## config.mk

```make
export PLATFORM = sky130hd
export DESIGN_NAME = sosp_front
export DESIGN_NICKNAME = d
export VERILOG_FILES = /design/src/design/assert_macros.svh /design/src/design/sosp_pkg.sv /design/src/design/sosp_front.sv
export SDC_FILE = /design/constraint.sdc
export NUM_CORES = 1
export LEC_CHECK = 0
export BUFFER_PORTS_ARGS = -buffer_cell sky130_fd_sc_hd__buf_2
export CAP_MARGIN = 30
export CORE_ASPECT_RATIO = 1.25
export CORE_MARGIN = 2
export CORE_UTILIZATION = 24
export CTS_CLUSTER_SIZE = 24
export DETAILED_ROUTE_END_ITERATION = 10
export PLACE_DENSITY = 0.83
export SYNTH_ARGS = -nofsm -noshare
export SYNTH_HDL_FRONTEND = slang
export SYNTH_SLANG_ARGS = --single-unit
```

## constraint.sdc

```tcl
create_clock -name clk -period 1 [get_ports clk]
set_clock_uncertainty 0.1 [all_clocks]
set_input_delay 0.15 -clock clk [delete_from_list [all_inputs] [get_ports clk]]
set_output_delay 0.15 -clock clk [all_outputs]
set_load 0.01 [all_outputs]
```

## src/design/assert_macros.svh

```systemverilog
// Assertion macros used by the top-level design file.
`ifndef ASSERT_MACROS_SVH
`define ASSERT_MACROS_SVH

// Implication checked at every rising clock edge outside reset.
`define SOSP_ASSERT_IMPLY(label, lhs, rhs, msg) \
  label: assert property (@(posedge clk) disable iff (!rst_n) (lhs) |-> (rhs)) \
    else $error(msg);

// Condition that must never hold outside reset.
`define SOSP_ASSERT_NEVER(label, cond, msg) \
  label: assert property (@(posedge clk) disable iff (!rst_n) !(cond)) \
    else $error(msg);

`endif

```

## src/design/sosp_pkg.sv

```systemverilog
// Types, codes and sizes shared by the shuffle-or-sequential picker.
package sosp_pkg;

  localparam int TABLE_DEPTH = 256;
  localparam int ID_BITS     = 16;
  localparam int IDX_W       = $clog2(TABLE_DEPTH);
  localparam int CNT_W       = IDX_W + 1;
  localparam int RAND_W      = 30;
  localparam int PROD_W      = CNT_W + RAND_W;
  localparam int STATUS_W    = 2;

  localparam int QUEUE_DEPTH = 2;
  localparam int QPTR_W      = $clog2(QUEUE_DEPTH);
  localparam int QCNT_W      = QPTR_W + 1;

  // Configuration register indexes
  localparam int CFG_IDX_W = 1;
  localparam logic [CFG_IDX_W-1:0] REG_RANDOM_ORDER = 1'b0;
  localparam logic [CFG_IDX_W-1:0] REG_REPEAT_MODE  = 1'b1;

  // Input mode codes
  localparam logic MODE_APPEND = 1'b0;
  localparam logic MODE_NEXT   = 1'b1;

  // Result status codes
  localparam logic [STATUS_W-1:0] ST_APPENDED = 2'd0;
  localparam logic [STATUS_W-1:0] ST_FULL     = 2'd1;
  localparam logic [STATUS_W-1:0] ST_SERVED   = 2'd2;
  localparam logic [STATUS_W-1:0] ST_NONE     = 2'd3;

  // Classified operation codes
  localparam int OP_W = 2;
  localparam logic [OP_W-1:0] OP_APPEND  = 2'd0;
  localparam logic [OP_W-1:0] OP_ORDER   = 2'd1;
  localparam logic [OP_W-1:0] OP_SHUFFLE = 2'd2;

  typedef struct packed {
    logic               mode;
    logic [ID_BITS-1:0] entry_id;
    logic [RAND_W-1:0]  random_value;
  } in_t;

  typedef struct packed {
    logic [STATUS_W-1:0] status;
    logic [ID_BITS-1:0]  served_id;
    logic                now_empty;
  } out_t;

  typedef struct packed {
    logic random_order;
    logic repeat_mode;
  } cfg_t;

  typedef struct packed {
    logic [OP_W-1:0]    op;
    logic [ID_BITS-1:0] entry_id;
    logic [RAND_W-1:0]  random_value;
  } cmd_t;

endpackage

```

## src/design/sosp_front.sv

```systemverilog
// Front end: configuration registers and classification of accepted transactions.
module sosp_front import sosp_pkg::*; (
  input  logic                 clk,
  input  logic                 rst_n,
  input  logic                 start,
  output logic                 busy,
  input  in_t                  in_data,
  input  logic                 cfg_we,
  input  logic [CFG_IDX_W-1:0] cfg_index,
  input  logic                 cfg_wdata,
  input  logic                 q_full,
  output logic                 q_push,
  output cmd_t                 q_cmd,
  output cfg_t                 cfg
);

  cfg_t cfg_r;
  cfg_t cfg_nxt;

  // Decode configuration writes
  always_comb begin
    cfg_nxt = cfg_r;
    if (cfg_we) begin
      unique case (cfg_index)
        REG_RANDOM_ORDER: cfg_nxt.random_order = cfg_wdata;
        REG_REPEAT_MODE:  cfg_nxt.repeat_mode  = cfg_wdata;
        default:          cfg_nxt = cfg_r;
      endcase
    end
  end

  always_ff @(posedge clk) begin
    if (!rst_n) begin
      cfg_r <= '0;
    end else begin
      cfg_r <= cfg_nxt;
    end
  end

  // Accept while the queue has room; classify by mode and picking order
  always_comb begin
    busy   = q_full;
    q_push = start && !q_full;
    q_cmd.entry_id     = in_data.entry_id;
    q_cmd.random_value = in_data.random_value;
    if (in_data.mode == MODE_APPEND) begin
      q_cmd.op = OP_APPEND;
    end else if (cfg_r.random_order) begin
      q_cmd.op = OP_SHUFFLE;
    end else begin
      q_cmd.op = OP_ORDER;
    end
  end

  assign cfg = cfg_r;

endmodule

```

Yosys cells after proc, flatten, opt, wreduce, memory -nomap -nowiden
Index checks and enable logic that the tools add are counted.
{ "totals": {"reg_bits": 2, "latch_bits": 0, "mem_bits_rw": 0, "mem_bits_ro": 0, "out_inout_bits": 52, "elab_cells": 9, "memories": 0} }
{ "classes": {"n_addsub": 0, "n_mul": 0, "n_div": 0, "order_cmp": 0, "n_eq_ne": 0, "n_shift": 0, "n_mux": 2, "n_bitwise": 1, "n_reduce_logical": 4} }
{ "ops": {"columns": ["cell", "count"], "rows": [
  ["2-to-1 mux 2 bit", 2],
  ["AND reduction 2 bit", 2],
  ["logical AND 1 bit", 1],
  ["zero test 1 bit", 1],
  ["NOT 1 bit", 1]
]} }

Logic depth before layout (Yosys ltp)
Gate-level depths: netlist of the first run.
{ "depth": {"ltp_word": 2, "ltp_mapped": 2, "depth_no_buf": 2} }

Worst setup path after synthesis of the first run
OpenSTA, ideal clock, no wires.
{ "synth_timing": {"kind": "register -> output", "startpoint": "register cfg_r (netlist bit cfg[1])", "endpoint": "output q_cmd[47] (netlist name)", "arrival_time_ns": 0.567, "path_slack_ns": 0.183, "path_stages_with_launch": 2, "n_path_buf": 0, "path_cell_list": "dfxtp_1 and2_1"} }
{ "synth_rtl": {"columns": ["element", "line_no", "text"], "rows": [
  ["start, declared", "sosp_front.sv:17", "cfg_t cfg_r;"],
  ["start signal, assigned", "sosp_front.sv:36", "cfg_r <= cfg_nxt;"],
  ["end, declared", "sosp_front.sv:13", "output cmd_t q_cmd,"]
]} }

==> summary.txt, run 1 <==
Clocking
  • CTS tree: built
  • Clk sinks: 2
  • Htree depth: 1
  • CTS max path bufs: 2
  • CTS Buf Count: 3
  • Root Driver: clkbuf_4
  • Worst skew pair latency: 0.23 ns
  • Worst-path clk slew: 0.04 ns

Setup path
  • R2R setup slack: 0.32 ns
  • Max Fanout on Critical Path: 4
  • Worst Path Arrival: 0.79 ns
  • Crit path kind: reg -> out
  • Reg2reg start: cfg[1]
  • Crit path max-delay cell type: dfxtp_2
  • Startpoint Class: flip-flop
  • Worst stage delay on the critical path: 0.32 ns
  • R2R depth: 2
  • FF-to-FF End: cfg[1]
  • Setup crit end kind: output port
  • Data required, critical path: 0.75 ns
  • Crit-path cells: and2_1, buf_2

Global routing
  • GR Util All Layers: 0.06357
  • Vias in the first global route: 250
  • Met1 global-route usage: 0.02053
  • Global-route wire length before repair: 1.021 mm
  • Initial antenna violation count: 0
  • Largest net degree at the start of global routing: 5
  • Total grt overflow: 0
  • Grt peak-use layer: met4
  • Met2 GRT Util: 0.06313
  • M3 GR Usage: 0.04828

Logic synthesis
  • Adder-cell share of the synthesized area: 0
  • Simple-gate share of the synthesized area: 0.08840
  • Synth cell types: 7
  • Largest family of logic cells by synthesized area: buffers and inverters
  • Synth Area in Compound Gates: 0
  • Mapped Cells: 59
  • Synth Cell Area: 452.9 um^2
  • Syn Area/Cell: 7.677 um^2
  • Seq/Total Area, Yosys: 0.08840
  • Yosys warning count: 0
  • XOR/XNOR Fraction of Synth Area: 0
  • Seq cells post-synth: 2
  • Mapped Nets: 113
  • Post-synthesis mux area share: 0.04420

STA
  • Setup WS post-layout: -0.04481 ns
  • Fin crit period: 1.045 ns
  • Slew @ Worst Pin: 0.1129 ns
  • Slew margin rel.: 0.9226
  • Fin. max-slew vios: 0
  • RSZ-0062 raised after global routing: true
  • Final setup TNS: -0.06628 ns
  • Fmax achieved: 957.1 MHz
  • Final period utilization: 1.045
  • Final setup violation count: 2
  • Final Hold Viols: 0

Pwr
  • Power Density: 1484 nW/um^2
  • Max IR drop VDD: 0.3807 mV
  • Leakage dissipation: 0.0001189 uW

Hold path
  • HP Start: cfg_index
  • Hold Crit Depth: 3
  • Hold EP: cfg[0]
  • Path type of the worst min-delay path: in -> reg

Final layout
  • Share of cells above drive strength 1: 0.6071
  • Filler instances: 203
  • Most frequent cells in the layout: buf_2, nand2_1, clkbuf_4, nor2b_1, mux2i_1
  • Synth-to-layout area growth: -53.04%
  • Ant. Diodes: 0
  • Final Cell Area: 212.7 um^2
  • Commonest non-fill, non-tap cell in the layout: buf_2
  • Final-stage net count: 84
  • Max reg flops: 2

Floorplan
  • Core Region: 1765 um^2
  • I/O Pins: 106
  • Die outline height: 52.57 um
  • Initial Utilization: 0.2566
  • DIE WIDTH: 42.86 um
  • Die area: 2253 um^2
  • Num rows: 17

Job
  • Maxcap violations: 0

Drt
  • 1st-iter DRT viols: 0
  • Antenna viol nets, final: 0
  • DR vias: 221
  • Drt first pass iters: 1
  • WL per Instance: 14.23 um
  • Vias/cell: 4.702
  • Residual DRC: 0
  • DRT Wirelength: 669 um

Placement
  • Port bufs: 13
  • DP HPWL: 513.4 um
  • Gpl congestion: 0.6510
  • Placed Area: 188.9 um^2

Run status
  • Violated checks: negative setup slack
  • Run status: finished with violations
## final cells by class
type,count,area [um^2],area share
multi-input cells,10,60.06,0.2824
clock buffers,3,22.52,0.1059
repair buffers,13,65.06,0.3059
well taps,19,23.77,0.1118
flip-flops and latches,2,41.29,0.1941
## synth_stat cells
cell type	n	area share
dfxtp_1	2	0.088
mux2i_1	2	0.044
and2_1	1	0.014
nor2b_1	2	0.028
nand2_1	4	0.033
nand2b_1	1	0.014
buf_4	47	0.78
## layer usage
metal / part of all wire / wire (um) / vias to the layer above
met2: 0.34 / 227 / 47
met4: 0.26 / 171 / 0
met5: 0 / 0 / -
li1: - / - / 70
met3: 0.28 / 184 / 26
met1: 0.13 / 85 / 78
## what timing repair did
action                     in CTS  in global routing
setup endpoints to repair       2                  2
gates resized for setup         1                  0
hold buffers                    0                  0
setup buffers                   0                  0
## through the flow
step / hold WS, ns / instances / power, uW / setup slack, ns / util
CTS: 0.09955 / 47 / 327.7 / -0.05451 / 0.1205
detailed placement: 0.2001 / 44 / 135.8 / 0.1680 / 0.1070
floorplan: 0.2003 / 59 / 300.0 / 0.1830 / -
global route: 0.1082 / 47 / 332.0 / -0.09228 / 0.1205
finish: 0.1052 / 47 / 315.6 / -0.04481 / 0.1205
global placement: 0.2001 / 44 / 134.6 / 0.1712 / 0.1070
## critical path: cells and delay by family (launching register included)
family | cells | cell delay, ns
buffers and inverters | 1 | 0.13
AND/OR/NAND/NOR | 1 | 0.13
flip-flops | 1 | 0.32
## kinds of logic (layout without fill, tap and decap cells)
family,Yosys count,after routing
DFF,2,2
muxes,2,2
buffers and inverters,47,16
and+or+nand+nor,8,8
## how the worst max path moves through the flow
stage,startpoint,to
after floorplan,cfg[1],q_cmd[47]
after global placement,cfg[1],q_cmd[47]
after detailed placement,cfg[1],q_cmd[47]
after CTS,cfg[1],q_cmd[47]
after global routing,cfg[1],q_cmd[47]
final,cfg[1],q_cmd[47]
## power breakdown
group / internal, uW / total [uW] / leakage [uW] / switching [uW]
combinational: 25.6 / 47.5 / 0.0000883 / 21.9
sequential: 85.0 / 87.5 / 0.0000168 / 2.52
clock: 133 / 181 / 0.0000138 / 47.9
Power figures use the tool's default switching activity.
==> inputs of run 2 (changes only) <==
--- a/config.mk
+++ b/config.mk
@@ -5,7 +5,7 @@
 export SDC_FILE = /design/constraint.sdc
 export NUM_CORES = 1
 export LEC_CHECK = 0
-export BUFFER_PORTS_ARGS = -buffer_cell sky130_fd_sc_hd__buf_2
+export BUFFER_PORTS_ARGS = -buffer_cell sky130_fd_sc_hd__buf_4
 export CAP_MARGIN = 30
 export CORE_ASPECT_RATIO = 1.25
 export CORE_MARGIN = 2
==> run 2 against run 1 <==
  * The flow still finishes with violations (negative setup slack)
  * Routed wire length is 4.2% higher
  * Worst setup slack worse by 0.0067 ns
  * Global-route usage increased by 0.85 points
  * Hold slack better by 0.0086 ns
  * Fmax down 0.63%
  * Utilization up 2.3 points
==> summary.txt, run 2 (synthesis gave the netlist of run 1 again) <==
Global routing
  • Initial antenna violation count: 0 (unchanged)
  • Vias in the first global route: 245 (-2.0%)
  • GR Util All Layers: 0.07209 (+0.008520)
  • Global-route wire length before repair: 1.083 mm (+6.1%)
  • Total grt overflow: 0 (unchanged)
  • Largest net degree at the start of global routing: 5 (unchanged)

Placement
  • Port bufs: 13 (unchanged)
  • Dpl ws: 0.1591 ns (-0.008982 ns)
  • Placed Cells: 44 (unchanged)
  • Gpl congestion: 0.6301 (-3.2%)

Setup path
  • CP top delay family: flip-flops
  • Worst stage delay on the critical path: 0.34 ns (+0.02 ns)
  • R2R depth: 2 (unchanged)
  • Crit path from: cfg[1]
  • WP buf/inv: 1 (unchanged)
  • Startpoint Class: flip-flop
  • Setup crit end kind: output port
  • Reg2reg start: cfg[1]
  • Data required, critical path: 0.75 ns (about the same)
  • FF-to-FF End: cfg[1]
  • Crit path kind: reg -> out
  • R2R setup slack: 0.29 ns (-0.03 ns)
  • Crit-path cells: and2_4, buf_6
  • Max Fanout on Critical Path: 4 (unchanged)
  • Worst Path Arrival: 0.80 ns (about the same)
  • Crit path max-delay cell type: dfxtp_2

Pwr
  • Max IR drop VDD: 0.4500 mV (+18%)
  • Switching share of total power: 0.2177 (-0.01142)
  • Combinational power share: 0.194 (+0.044)
  • Flop pwr share: 0.268 (-0.009)
  • Power Density: 1304 nW/um^2 (-12%)
  • Clock power frac: 0.538 (-0.034)
  • Leakage dissipation: 0.0001304 uW (+9.7%)
  • Net switching power: 72.09 uW (-0.27%)
  • Cell Int Power: 259.1 uW (+6.5%)

Clocking
  • Worst-path clk slew: 0.03 ns (about the same)
  • Htree depth: 1 (unchanged)
  • Worst skew pair latency: 0.22 ns (about the same)
  • Hold-fix buffers, CTS: 0 (unchanged)
  • CTS max path bufs: 2 (unchanged)
  • Clk sinks: 2 (unchanged)
  • Root Driver: clkbuf_4
  • CTS Buf Count: 3 (unchanged)
  • CTS tree: built
  • Post-CTS setup buffer count: 0 (unchanged)

Hold path
  • HP Start: rst_n
  • Hold EP: cfg[1]
  • Path type of the worst min-delay path: in -> reg
  • Hold Crit Depth: 3 (unchanged)

STA
  • Fmax achieved: 951.0 MHz (-0.63%)
  • Final period utilization: 1.051 (+0.006661)
  • Setup WS post-layout: -0.05147 ns (-0.006661 ns)
  • Final setup TNS: -0.07527 ns (-0.008987 ns)
  • RSZ-0062 raised after global routing: true
  • Final setup violation count: 2 (unchanged)
  • Slew @ Worst Pin: 0.1293 ns (+0.01637 ns)
  • Slew margin rel.: 0.9113 (-0.01123)
  • Final Hold Viols: 0 (unchanged)
  • Fin crit period: 1.051 ns (+0.006661 ns)
  • Fin. max-slew vios: 0 (unchanged)

Floorplan
  • I/O Pins: 106 (unchanged)
  • Die outline height: 52.57 um (unchanged)
  • Core Region: 1765 um^2 (unchanged)
  • Num rows: 17 (unchanged)
  • Die area: 2253 um^2 (unchanged)
  • Initial Utilization: 0.2566 (unchanged)
  • DIE WIDTH: 42.86 um (unchanged)

Final layout
  • Most frequent cells in the layout: buf_4, nand2_1, clkbuf_4, mux2i_1
  • Final Util: 0.1439 (+0.02339)
  • Filler instances: 202 (-0.49%)
  • Max reg flops: 2 (unchanged)
  • Synth-to-layout area growth: -43.92%
  • Commonest non-fill, non-tap cell in the layout: buf_4
  • Share of cells above drive strength 1: 0.6786 (+0.07143)
  • Final-stage net count: 84 (unchanged)
  • Post-Layout Cell Count: 47 (unchanged)
  • Ant. Diodes: 0 (unchanged)

Drt
  • Drt first pass iters: 1 (unchanged)
  • DR vias: 218 (-1.4%)
  • DRT Wirelength: 697 um (+4.2%)
  • 1st-iter DRT viols: 0 (unchanged)
  • Residual DRC: 0 (unchanged)
  • Vias/cell: 4.638 (-1.4%)
  • WL per Instance: 14.83 um (+4.2%)
  • Antenna viol nets, final: 0 (unchanged)

Run status
  • Violated checks: negative setup slack
  • Run status: finished with violations

Job
  • Maxcap violations: 0 (unchanged)
[run 2: cell counts in the layout (fill, tap and decap cells not counted)]
No cell type changed its count.
[run 2: routing by layer]
layer / GRT usage / wire length, um / vias to the layer above
li1: - / - / 71
met4: 0.2396 / 171 / 0
met1: 0.02459 / 114 / 74
met3: 0.06897 / 178 / 26
met2: 0.05808 / 233 / 47
met5: 0 / 0 / -
[run 2: area by class of cell]
cell class	instances	area (um^2)	area share
well taps	19	23.77	0.09360
repair buffers	13	101.3	0.3990
clock buffers	3	22.52	0.08867
multi-input cells	10	65.06	0.2562
flip-flops and latches	2	41.29	0.1626
[run 2: how the worst max path moves through the flow]
stage	to	slack [ns]	depth (start not counted)
floorplan	q_cmd[47]	0.18	1
global placement	q_cmd[47]	0.17	2
detailed placement	q_cmd[47]	0.16	2
CTS	q_cmd[46]	-0.07	2
global route	q_cmd[47]	-0.09	2
finish	q_cmd[47]	-0.05	2
[run 2: through the flow]
step	hold slack [ns]	instance area [um^2]	total power, uW
2_1_floorplan	0.2003	452.9	300.0
3_3_place_gp	0.2001	221.5	149.3
3_5_place_dp	0.2001	221.5	150.9
4_1_cts	0.1036	251.5	344.6
5_1_grt	0.1136	254.0	363.4
6_report	0.1138	254.0	331.2
[run 2: worst reg2reg max path, cell delays in order, from the launching register on]
cell     delay (ns)
dfxtp_2        0.34
nand2_1        0.05
mux2i_1        0.14
[run 2: power by group through the flow]
stage          Clock (uW)  Combinational, uW  Sequential (uW)
2_1_floorplan           0                210             90.1
3_3_place_gp            0               61.1             88.2
3_5_place_dp            0               62.3             88.6
4_1_cts               192               64.6             88.2
5_1_grt               204               70.1             89.1
6_report              178               64.3             88.6
[run 2: repair_timing]
item                                    CTS  global route
endpoints found under the setup margin    2             2
hold endpoints to repair                  0             0
gates resized for setup                   3             1
