File: src/design/assert_macros.svh
// Assertion macros used by the top-level design file.
`ifndef ASSERT_MACROS_SVH
`define ASSERT_MACROS_SVH

// Implication checked at every rising clock edge outside reset.
`define SOSP_ASSERT_IMPLY(label, lhs, rhs, msg) \
  label: assert property (@(posedge clk) disable iff (!rst_n) (lhs) |-> (rhs)) \
    else $error(msg);

// Condition that must never hold outside reset.
`define SOSP_ASSERT_NEVER(label, cond, msg) \
  label: assert property (@(posedge clk) disable iff (!rst_n) !(cond)) \
    else $error(msg);

`endif

File: src/design/sosp_pkg.sv
// Types, codes and sizes shared by the shuffle-or-sequential picker.
package sosp_pkg;

  localparam int TABLE_DEPTH = 256;
  localparam int ID_BITS     = 16;
  localparam int IDX_W       = $clog2(TABLE_DEPTH);
  localparam int CNT_W       = IDX_W + 1;
  localparam int RAND_W      = 30;
  localparam int PROD_W      = CNT_W + RAND_W;
  localparam int STATUS_W    = 2;

  localparam int QUEUE_DEPTH = 2;
  localparam int QPTR_W      = $clog2(QUEUE_DEPTH);
  localparam int QCNT_W      = QPTR_W + 1;

  // Configuration register indexes
  localparam int CFG_IDX_W = 1;
  localparam logic [CFG_IDX_W-1:0] REG_RANDOM_ORDER = 1'b0;
  localparam logic [CFG_IDX_W-1:0] REG_REPEAT_MODE  = 1'b1;

  // Input mode codes
  localparam logic MODE_APPEND = 1'b0;
  localparam logic MODE_NEXT   = 1'b1;

  // Result status codes
  localparam logic [STATUS_W-1:0] ST_APPENDED = 2'd0;
  localparam logic [STATUS_W-1:0] ST_FULL     = 2'd1;
  localparam logic [STATUS_W-1:0] ST_SERVED   = 2'd2;
  localparam logic [STATUS_W-1:0] ST_NONE     = 2'd3;

  // Classified operation codes
  localparam int OP_W = 2;
  localparam logic [OP_W-1:0] OP_APPEND  = 2'd0;
  localparam logic [OP_W-1:0] OP_ORDER   = 2'd1;
  localparam logic [OP_W-1:0] OP_SHUFFLE = 2'd2;

  typedef struct packed {
    logic               mode;
    logic [ID_BITS-1:0] entry_id;
    logic [RAND_W-1:0]  random_value;
  } in_t;

  typedef struct packed {
    logic [STATUS_W-1:0] status;
    logic [ID_BITS-1:0]  served_id;
    logic                now_empty;
  } out_t;

  typedef struct packed {
    logic random_order;
    logic repeat_mode;
  } cfg_t;

  typedef struct packed {
    logic [OP_W-1:0]    op;
    logic [ID_BITS-1:0] entry_id;
    logic [RAND_W-1:0]  random_value;
  } cmd_t;

endpackage

File: src/design/sosp_queue.sv
// Short command queue between the front end and the back end.
module sosp_queue import sosp_pkg::*; (
  input  logic clk,
  input  logic rst_n,
  input  logic push,
  input  cmd_t push_cmd,
  output logic full,
  input  logic pop,
  output logic valid,
  output cmd_t head
);

  cmd_t              slot_r [QUEUE_DEPTH];
  logic [QPTR_W-1:0] wr_ptr_r;
  logic [QPTR_W-1:0] wr_ptr_nxt;
  logic [QPTR_W-1:0] rd_ptr_r;
  logic [QPTR_W-1:0] rd_ptr_nxt;
  logic [QCNT_W-1:0] fill_r;
  logic [QCNT_W-1:0] fill_nxt;

  // Advance pointers and fill level
  always_comb begin
    wr_ptr_nxt = push ? wr_ptr_r + QPTR_W'(1) : wr_ptr_r;
    rd_ptr_nxt = pop  ? rd_ptr_r + QPTR_W'(1) : rd_ptr_r;
    fill_nxt   = fill_r;
    if (push && !pop) begin
      fill_nxt = fill_r + QCNT_W'(1);
    end else if (pop && !push) begin
      fill_nxt = fill_r - QCNT_W'(1);
    end
  end

  always_ff @(posedge clk) begin
    if (!rst_n) begin
      wr_ptr_r <= '0;
      rd_ptr_r <= '0;
      fill_r   <= '0;
    end else begin
      wr_ptr_r <= wr_ptr_nxt;
      rd_ptr_r <= rd_ptr_nxt;
      fill_r   <= fill_nxt;
    end
  end

  // Store pushed commands
  always_ff @(posedge clk) begin
    if (push) begin
      slot_r[wr_ptr_r] <= push_cmd;
    end
  end

  assign full  = (fill_r == QCNT_W'(QUEUE_DEPTH));
  assign valid = (fill_r != '0);
  assign head  = slot_r[rd_ptr_r];

endmodule

File: config.mk
export PLATFORM = sky130hd
export DESIGN_NAME = sosp_queue
export DESIGN_NICKNAME = d
export VERILOG_FILES = /design/src/design/assert_macros.svh /design/src/design/sosp_pkg.sv /design/src/design/sosp_queue.sv
export SDC_FILE = /design/constraint.sdc
export NUM_CORES = 1
export LEC_CHECK = 0
export BUFFER_PORTS_ARGS = -buffer_cell sky130_fd_sc_hd__buf_2
export CORE_UTILIZATION = 30
export DETAILED_ROUTE_END_ITERATION = 16
export GPL_TIMING_DRIVEN = 0
export PLACE_DENSITY_LB_ADDON = 0.12
export SLEW_MARGIN = 20
export SYNTH_ARGS = -nofsm -noshare
export SYNTH_HDL_FRONTEND = slang
export SYNTH_SLANG_ARGS = --single-unit
export TNS_END_PERCENT = 100
File: constraint.sdc
create_clock -name clk -period 5.8 [get_ports clk]
set_input_delay 0.87 -clock clk [delete_from_list [all_inputs] [get_ports clk]]
set_output_delay 0.87 -clock clk [all_outputs]
set_load 0.05 [all_outputs]
# Word level (Yosys, flattened, before mapping)
# Memories as Yosys holds them, arrays and structs flattened. A register that Yosys moved wholly into a read port is not among the register bits.
# Index checks and enable logic that the tools add are counted.
# W data, S select, Z words.
[word_totals]
reg_bits = 4
mem_bits_rw = 96
out_inout_bits = 50
elab_cells = 21
n_memories = 1
[memory_table]
columns = ["memory", "depth", "word_bits", "read_ports", "rd_clocked_by_memory_dff", "wr", "line", "source"]
rows = [
  ["slot_r", 2, 48, 1, 1, 1, "sosp_queue.sv:13", "cmd_t slot_r [QUEUE_DEPTH];"],
]
[op_classes]
addsub = 4
n_eq_ne = 1
mux = 6
reduce_logical = 6
[ops]
columns = ["operator", "count"]
rows = [
  ["$mux W1", 4],
  ["$mux W2", 2],
  ["$reduce_bool A2 Y1", 2],
  ["$add A1 B1 Y1 const B", 2],
  ["$add A2 B1 Y2 const B", 1],
  ["$eq A2 B2 Y1 const B", 1],
  ["$logic_and A1 B1 Y1", 2],
  ["$logic_not A1 Y1", 2],
  ["$sub A2 B1 Y2 const B", 1],
]

# Longest topological paths before layout
# Gate-level depths: netlist (run 1).
[logic_depth]
depth_word = 4
depth_mapped = 5
depth_no_buf = 5

# Worst setup path before layout (run 1)
# OpenSTA, ideal clock, no wires.
[synth_timing]
kind = "input to register"
from = "input port push"
to = "memory slot_r[0][0] in the netlist's numbering, enable pin"
t_arrival_ps = 3032
t_required_ps = 5340
setup_slack_ps = 2308
path_stages = 1
path_buffers = 0
path_cell_list = "nor2b_1"
[synth_via]
elab_chain_cells = 2
[synth_lines]
columns = ["element", "line", "source"]
rows = [
  ["start, declared", "sosp_queue.sv:5", "input logic push,"],
  ["$mux W1", "sosp_queue.sv:47", "if (push) begin"],
  ["$mux W1 (not written as such)", "sosp_queue.sv:48", "slot_r[wr_ptr_r] <= push_cmd;"],
  ["end, declared", "sosp_queue.sv:13", ""],
]
# Every way passes these cells.

==> impl_results.md, run 1 <==
- CTS-repair resized insts: 0
- Tot Pwr: 1.67 mW
- Post-DR wirelength/cell: 15.5 µm
- CTS clock-pin slew for the worst setup and hold paths: 0.06 ns
- Cell type with the largest total area after synthesis: sky130_fd_sc_hd__edfxtp_1
- Count of distinct cell types in the synthesized netlist: 19
- Maximum single-stage delay on the critical path: 0.35 ns
- Finished Core Util: 39.1%
- First-pass detailed-route iteration total: 4
- Commonest non-fill, non-tap cell in the layout: sky130_fd_sc_hd__buf_2
- Count of buffers from port buffering: 101
- Clock tree from TritonCTS: yes
- Setup TNS Final: 0 ns
- Crit path cell chain: buf_4 -> buf_6 -> mux2_2 -> buf_2
- Clock Sink Count: 101
- Number of rows in the core area: 40
- Number of register bits inferred by synthesis: 101
- Synth Cell Area: 0.00368 mm²
- Status: completed
- Post-Syn Area per Cell: 21.5 µm²
- Worst Skew: 0.00356 ns
- Post-route ant nets: 0
- Residual overflow from global routing: 0
- Initial antenna violation count: 0
- Final max-slew violation count: 0
- Post-route standard cell area excluding fillers: 0.00470 mm²
- Max H-tree Level: 3
- Smallest hold slack: 0.501 ns
- Cell Count Post-Placement: 422
- Initial core utilization: 30.7%
- CTS root buf: sky130_fd_sc_hd__clkbuf_16
- Total die area: 0.0127 mm²
- Critical path start-end classification: reg -> out
- Period utilization: 43.6%
- Worst-path maximum fanout: 10
- Post-synthesis to final-layout area growth: 27.6%
- Worst IR drop on VDD: 0.000181 V
- Placement Cell Area: 0.00444 mm²
- Unrepaired setup endpoints after global routing: no
- Crit path arrival time: 1.66 ns
- Final period demand of the worst path: 2.53 ns
- Via Count: 1919
- Core footprint: 0.0120 mm²
- Commonest non-fill, non-tap cells in the layout: 103 x sky130_fd_sc_hd__buf_2, 96 x sky130_fd_sc_hd__edfxtp_1, 47 x sky130_fd_sc_hd__mux2_2
- Detailed placer's ending HPWL: 4.49 mm
- I/O pin count: 102
- Top cells by area, synth: sky130_fd_sc_hd__edfxtp_1 78%, sky130_fd_sc_hd__mux2_2 14%, sky130_fd_sc_hd__dfxtp_1 2.7%
- Critical-path cell with the highest stage delay: sky130_fd_sc_hd__dfxtp_1
- Vias in the first global route: 2007
- Number of buffers created by CTS: 9
- Proportion of layout cells with a drive suffix above 1: 59.3%
- CTS Buffer Depth: 2
- Power per standard cell area: 355 mW/mm²
- Critical path endpoint category: primary output
- Sum of routed wire length over all layers: 6.77 mm
- Required time of the critical path: 4.93 ns
- Number of diodes: 0
- Slew at the pin with the worst max-slew slack: 0.350 ns
- GRT Total Usage: 11.5%
- Hold-fix buffers at CTS: 0
- Critical Path Start Type: flip-flop
- Static Leakage: 1.76 nW
- Post-Syn Nets: 224
- Delay-heaviest family, CP: buffers and inverters
- Fraction of synthesized cell area taken by the top area cell type: 78.2%
- Hold/Removal Path Class: reg -> reg
- Routability congestion estimate from global placement: 0.613
- Total number of yosys warnings: 0
- Non-filler cells in the finished layout: 437
- Highest clock frequency the design can meet: 0.395 GHz
- Sequential cell area fraction in the yosys report: 81.0%
- Crit path setup slack, layout: 3.27 ns
- Final layout net count: 339
- Detailed router's first-iteration violation count: 58
- Die H: 113 µm
- Total setup buffers inserted after CTS: 0
- Max_cap viols: 0
- Die outline width: 113 µm
- DRC errors left: 0
- Fill cell total of the finished layout: 1128
- Endpoints failing hold: 0
- Vias/cell: 4.39
- Post-placement setup slack: 3.60 ns
- Clock latency reported for the late side of the worst-skew pair: 0.35 ns
- Pin count of the biggest net entering global routing: 28
- Buffers plus inverters on the worst setup path: 3
- Worst slew slack as a fraction of its limit: 76.7%
- Final Setup Violations: 0
- Mapped Cells: 171
- Global-route wire length before repair: 10.4 mm
## worst register-to-register path, stage by stage, from the launching register on
cell and delay, ns:
sky130_fd_sc_hd__dfxtp_1 0.39, sky130_fd_sc_hd__and2_4 0.39, sky130_fd_sc_hd__buf_12 0.25
## final timing paths
path              from            end  slack (ns)  cells past startpoint
min          fill_r[1]      fill_r[1]        0.50                      2
min reg2reg  fill_r[1]      fill_r[1]        0.50                      2
max reg2reg   wr_ptr_r  slot_r[1][20]        4.45                      2
max          flip-flop       head[23]        3.27                      4
## cell families (layout without fill, tap and decap cells)
| family | Yosys count | count (layout) | share of synthesized area, % |
|---|---|---|---|
| AOI/OAI and AO/OA | 3 | 3 | 0.543 |
| xor gates and xnor gates | 3 | 3 | 0.713 |
| adders and majority gates | 1 | 1 | 0.340 |
| buffers and inverters | 6 | 125 | 1.19 |
| DFF | 101 | 101 | 81.0 |
| muxes | 48 | 48 | 14.7 |
| and+or+nand+nor | 9 | 9 | 1.60 |
## power by group
group	switching, mW	internal, mW
Sequential	0.00964	0.841
Clock	0.246	0.283
Combinational	0.199	0.0881
## registers in the layout (all words and copies together), names as in the netlist, named ones only
signal,count
wr_ptr_r,1
slot_r,96
rd_ptr_r,1
fill_r,2
## cells in the mapped netlist
master	count
sky130_fd_sc_hd__buf_6	2
sky130_fd_sc_hd__o21a_1	1
sky130_fd_sc_hd__a21boi_1	1
sky130_fd_sc_hd__nor2b_1	2
sky130_fd_sc_hd__ha_1	1
sky130_fd_sc_hd__and2_1	4
sky130_fd_sc_hd__o21ai_0	1
sky130_fd_sc_hd__or2_2	1
sky130_fd_sc_hd__inv_1	1
sky130_fd_sc_hd__edfxtp_1	96
sky130_fd_sc_hd__mux2_2	47
sky130_fd_sc_hd__mux2_1	1
sky130_fd_sc_hd__dfxtp_1	5
sky130_fd_sc_hd__xnor2_1	1
sky130_fd_sc_hd__xor2_1	2
sky130_fd_sc_hd__buf_2	2
sky130_fd_sc_hd__and2b_2	1
sky130_fd_sc_hd__buf_4	1
sky130_fd_sc_hd__or3_1	1
## area by class of cell
type | instances | area, µm² | share of cell area, %
sequential | 101 | 2980 | 63.5
multi-input combinational | 64 | 668 | 14.2
timing repair buffer | 104 | 566 | 12.0
clock buffer | 9 | 225 | 4.79
tap | 147 | 184 | 3.91
buffer | 5 | 40.0 | 0.852
clock inverter | 6 | 31.3 | 0.665
inverter | 1 | 3.75 | 0.0799
## routing by layer
| metal | up-vias | GRT usage [%] | share of wire (%) |
|---|---|---|---|
| li1 | 895 | - | - |
| met1 | 945 | 12.1 | 42 |
| met2 | 67 | 18.6 | 47 |
| met3 | 12 | 6.21 | 8.3 |
| met4 | 0 | 6.13 | 2.1 |
| met5 | - | 0 | 0 |
No activity file was read; power rests on OpenSTA's default activity.
==> run 2: changes to the inputs <==
--- a/config.mk
+++ b/config.mk
@@ -5,6 +5,7 @@
 export SDC_FILE = /design/constraint.sdc
 export NUM_CORES = 1
 export LEC_CHECK = 0
+export ABC_AREA = 1
 export BUFFER_PORTS_ARGS = -buffer_cell sky130_fd_sc_hd__buf_2
 export CORE_UTILIZATION = 30
 export DETAILED_ROUTE_END_ITERATION = 16
==> constraint.sdc (replaced) <==
create_clock -name clk -period 2.43 [get_ports clk]
set_input_delay 0.3645 -clock clk [delete_from_list [all_inputs] [get_ports clk]]
set_output_delay 0.3645 -clock clk [all_outputs]
set_load 0.05 [all_outputs]
==> run 2 against run 1 <==
Compared with the run above:
- synthesized cell count rose by 7.6%
- cell count grew 7.8%
- wire length down 3.1%
- clock skew about the same
- synthesized area rose by 2.3%
- design area increased by 2.0%
- core utilization rose by 0.47 points
- flip-flop and latch count unchanged
- critical path type unchanged
- largest cell class unchanged
- largest power group unchanged
- highest routed layer unchanged
==> impl_results.md, run 2 <==
- Number of diodes: 0 (unchanged)
- Count leader, synth: sky130_fd_sc_hd__edfxtp_1
- Max_cap viols: 0 (unchanged)
- Via Count: 1939 (+1.0%)
- Crit path setup slack, layout: 0.466 ns (-2.80 ns)
- Crit path arrival time: 1.60 ns (-0.06 ns)
- Vias in the first global route: 2001 (-0.30%)
- Pin count of the biggest net entering global routing: 49 (+75%)
- Maximum single-stage delay on the critical path: 0.35 ns (about the same)
- Final max-slew violation count: 0 (unchanged)
- Crit path cell chain: buf_6 -> buf_6 -> mux2_4 -> buf_2
- Total die area: 0.0130 mm² (+2.3%)
- Period utilization: 80.8%
- Critical path endpoint category: primary output
- Final period demand of the worst path: 1.96 ns
- Final layout net count: 351 (+3.5%)
- Worst Hold Path EP: slot_r[1][7]
- Fill cell total of the finished layout: 1193 (+5.8%)
- Number of buffers created by CTS: 9 (unchanged)
- Clock tree from TritonCTS: yes
- Critical Path Start Type: flip-flop
- Required time of the critical path: 2.07 ns (-2.86 ns)
- DRC errors left: 0 (unchanged)
- Start point of the worst min-delay path: push_cmd[7]
- Synth Cell Area: 0.00377 mm² (+2.3%)
- Worst-path maximum fanout: 10 (unchanged)
- Hold/Removal Path Class: in -> reg
- Core footprint: 0.0121 mm² (+0.83%)
- Delay-heaviest family, CP: buffers and inverters
- Reg2reg path depth: 2 (unchanged)
- Residual overflow from global routing: 0 (unchanged)
- End of the worst register-to-register path: slot_r[1][34]
- Worst IR drop on VDD: 0.000512 V (+180%)
- Hold-fix buffers at CTS: 0 (unchanged)
- Post-Syn Area per Cell: 20.5 µm² (-4.9%)
- Static Leakage: 1.86 nW (+5.6%)
- Number of enable flip-flop cells after synthesis: 96 (unchanged)
- Number of flip-flops in the largest register: 96 (unchanged)
- Cell type with the highest occurrence count on the critical path: sky130_fd_sc_hd__buf_6
- Cell type with the largest total area after synthesis: sky130_fd_sc_hd__edfxtp_1
- Buffers plus inverters on the worst setup path: 3 (unchanged)
- Number of rows in the core area: 40 (unchanged)
- Main flop type after synthesis: sky130_fd_sc_hd__edfxtp_1
- Hold Path Stages: 1 (-1)
- Clock Sink Count: 101 (unchanged)
- Worst reg2reg startpoint: wr_ptr_r
- Final Setup Violations: 0 (unchanged)
- GRT Total Usage: 10.4% (-1.1 points)
- CTS-repair resized insts: 0 (unchanged)
- Count of buffers from port buffering: 101 (unchanged)
- Clock latency reported for the late side of the worst-skew pair: 0.34 ns (about the same)
- Status: completed
- First-pass detailed-route iteration total: 4 (unchanged)
- Fraction of synthesized cell area taken by the top area cell type: 76.5% (-1.8 points)
- Tot Pwr: 3.93 mW (+140%)
- Number of register bits inferred by synthesis: 101 (unchanged)
- Vias/cell: 4.12 (-6.3%)
- Post-route ant nets: 0 (unchanged)
- Top cells by area, synth: sky130_fd_sc_hd__edfxtp_1 76%, sky130_fd_sc_hd__mux2_2 8.4%, sky130_fd_sc_hd__mux2_4 8.0%
- Commonest non-fill, non-tap cell in the layout: sky130_fd_sc_hd__buf_2
- Highest clock frequency the design can meet: 0.509 GHz
- Proportion of layout cells with a drive suffix above 1: 56.4% (-2.9 points)
- Sequential cell area fraction in the yosys report: 79.1% (-1.8 points)
- Commonest non-fill, non-tap cells in the layout: 103 x sky130_fd_sc_hd__buf_2, 96 x sky130_fd_sc_hd__edfxtp_1, 28 x sky130_fd_sc_hd__mux2_2
- Unrepaired setup endpoints after global routing: no
- Initial antenna violation count: 0 (unchanged)
- Slew at the pin with the worst max-slew slack: 0.661 ns (+0.310 ns)
- Die outline width: 114 µm (+1.1%)
- I/O pin count: 102 (unchanged)
- Sum of routed wire length over all layers: 6.56 mm (-3.1%)
- List of most frequent post-synthesis cells: 96 x sky130_fd_sc_hd__edfxtp_1, 28 x sky130_fd_sc_hd__mux2_2, 20 x sky130_fd_sc_hd__mux2_4
- Endpoints failing hold: 0 (unchanged)
- Die H: 114 µm (+1.1%)
- Largest reg by FF count: slot_r
- CTS root buf: sky130_fd_sc_hd__clkbuf_16
- Post-route standard cell area excluding fillers: 0.00480 mm² (+2.0%)
- Post-placement setup slack: 0.800 ns (-2.80 ns)
- Placement Cell Area: 0.00454 mm² (+2.1%)
- Global-route wire length before repair: 9.75 mm (-6.1%)
- Total number of yosys warnings: 0 (unchanged)
- Critical path start-end classification: reg -> out
- Count of distinct cell types in the synthesized netlist: 14 (-5)
- Critical-path cell with the highest stage delay: sky130_fd_sc_hd__dfxtp_1
- CTS Buffer Depth: 2 (unchanged)
- Max H-tree Level: 3 (unchanged)
- Post-DR wirelength/cell: 13.9 µm (-10%)
- Worst slew slack as a fraction of its limit: 56.0% (-21 points)
- Total setup buffers inserted after CTS: 0 (unchanged)
- Proportion of synthesized flip-flops having asynchronous set or reset: 0% (unchanged)
- Detailed placer's ending HPWL: 4.35 mm (-3.2%)
- Internal reg-to-reg setup slack: 1.03 ns (-3.42 ns)
- Detailed router's first-iteration violation count: 56 (-3.4%)
- Worst Skew: 0.00373 ns (+0.000168 ns)
- CTS clock-pin slew for the worst setup and hold paths: 0.06 ns (about the same)
- Routability congestion estimate from global placement: 0.680 (+11%)
- Post-synthesis to final-layout area growth: 27.2%
- Biggest registers after layout: slot_r: 96 flops, fill_r: 2 flops
- Mapped Cells: 184 (+7.6%)
- Initial core utilization: 31.1% (+0.45 points)
- Power per standard cell area: 819 mW/mm² (+130%)
- Post-Syn Nets: 237 (+5.8%)
[run 2: worst max-delay path by stage]
stage | from | end | slack [ns] | cells after the start
after global placement | push | slot_r[0][14] | -0.66 | 3
after CTS | flip-flop | head[21] | 0.42 | 4
after global routing | flip-flop | head[15] | 0.38 | 4
after floorplan | push | slot_r[0][0] | 0.38 | 2
after detailed placement | flip-flop | head[21] | 0.80 | 4
final | flip-flop | head[28] | 0.47 | 4
[run 2: through the flow]
| step | util, % | TNS, ns | hold slack [ns] | instances |
|---|---|---|---|---|
| 2_1_floorplan | - | 0 | 0.463 | 184 |
| 4_1_cts | 39.6 | 0 | 0.191 | 471 |
| 3_3_place_gp | 37.1 | -40.23 | 0.477 | 453 |
| 6_report | 39.6 | 0 | 0.209 | 471 |
| 3_5_place_dp | 37.4 | 0 | 0.501 | 455 |
| 5_1_grt | 39.6 | 0 | 0.186 | 471 |
[run 2: where the power goes]
part           switching, mW  internal, mW  total (mW)
Clock                  0.579         0.691        1.27
Sequential            0.0216          2.01        2.03
Combinational          0.430         0.195       0.625
Total                   1.03          2.90        3.93
[run 2: layout make-up]
class	count	area (µm²)	share of cell area [%]
plain buffers	5	43.8	0.913
clock buffers	12	236	4.93
clock inverters	4	25.0	0.522
inverters	8	32.5	0.678
multi-input cells	70	721	15.0
flip-flops and latches	101	2980	62.2
well taps	168	210	4.38
repair buffers	103	546	11.4
[run 2: layer usage]
| metal | GRT usage [%] | part of all wire, % |
|---|---|---|
| met4 | 4.16 | 1.5 |
| met1 | 10.2 | 40 |
| met5 | 0 | 0 |
| met2 | 18.1 | 50 |
| met3 | 6.03 | 8.2 |
[run 2: cell families (layout without fill, tap and decap cells)]
logic type      after synthesis  in the layout  synth area share (%)
compound gates                2              2                 0.265
fa+ha+maj                     1              1                 0.332
buf+inv                      13            132                  1.96
flops                       101            101                  79.1
mux                          48             48                  16.3
simple gates                 19             19                  1.99
[run 2: worst reg2reg max path: stages (launching register included)]
cell	delay [ns]
sky130_fd_sc_hd__dfxtp_1	0.39
sky130_fd_sc_hd__nand2_1	0.13
sky130_fd_sc_hd__inv_4	0.50
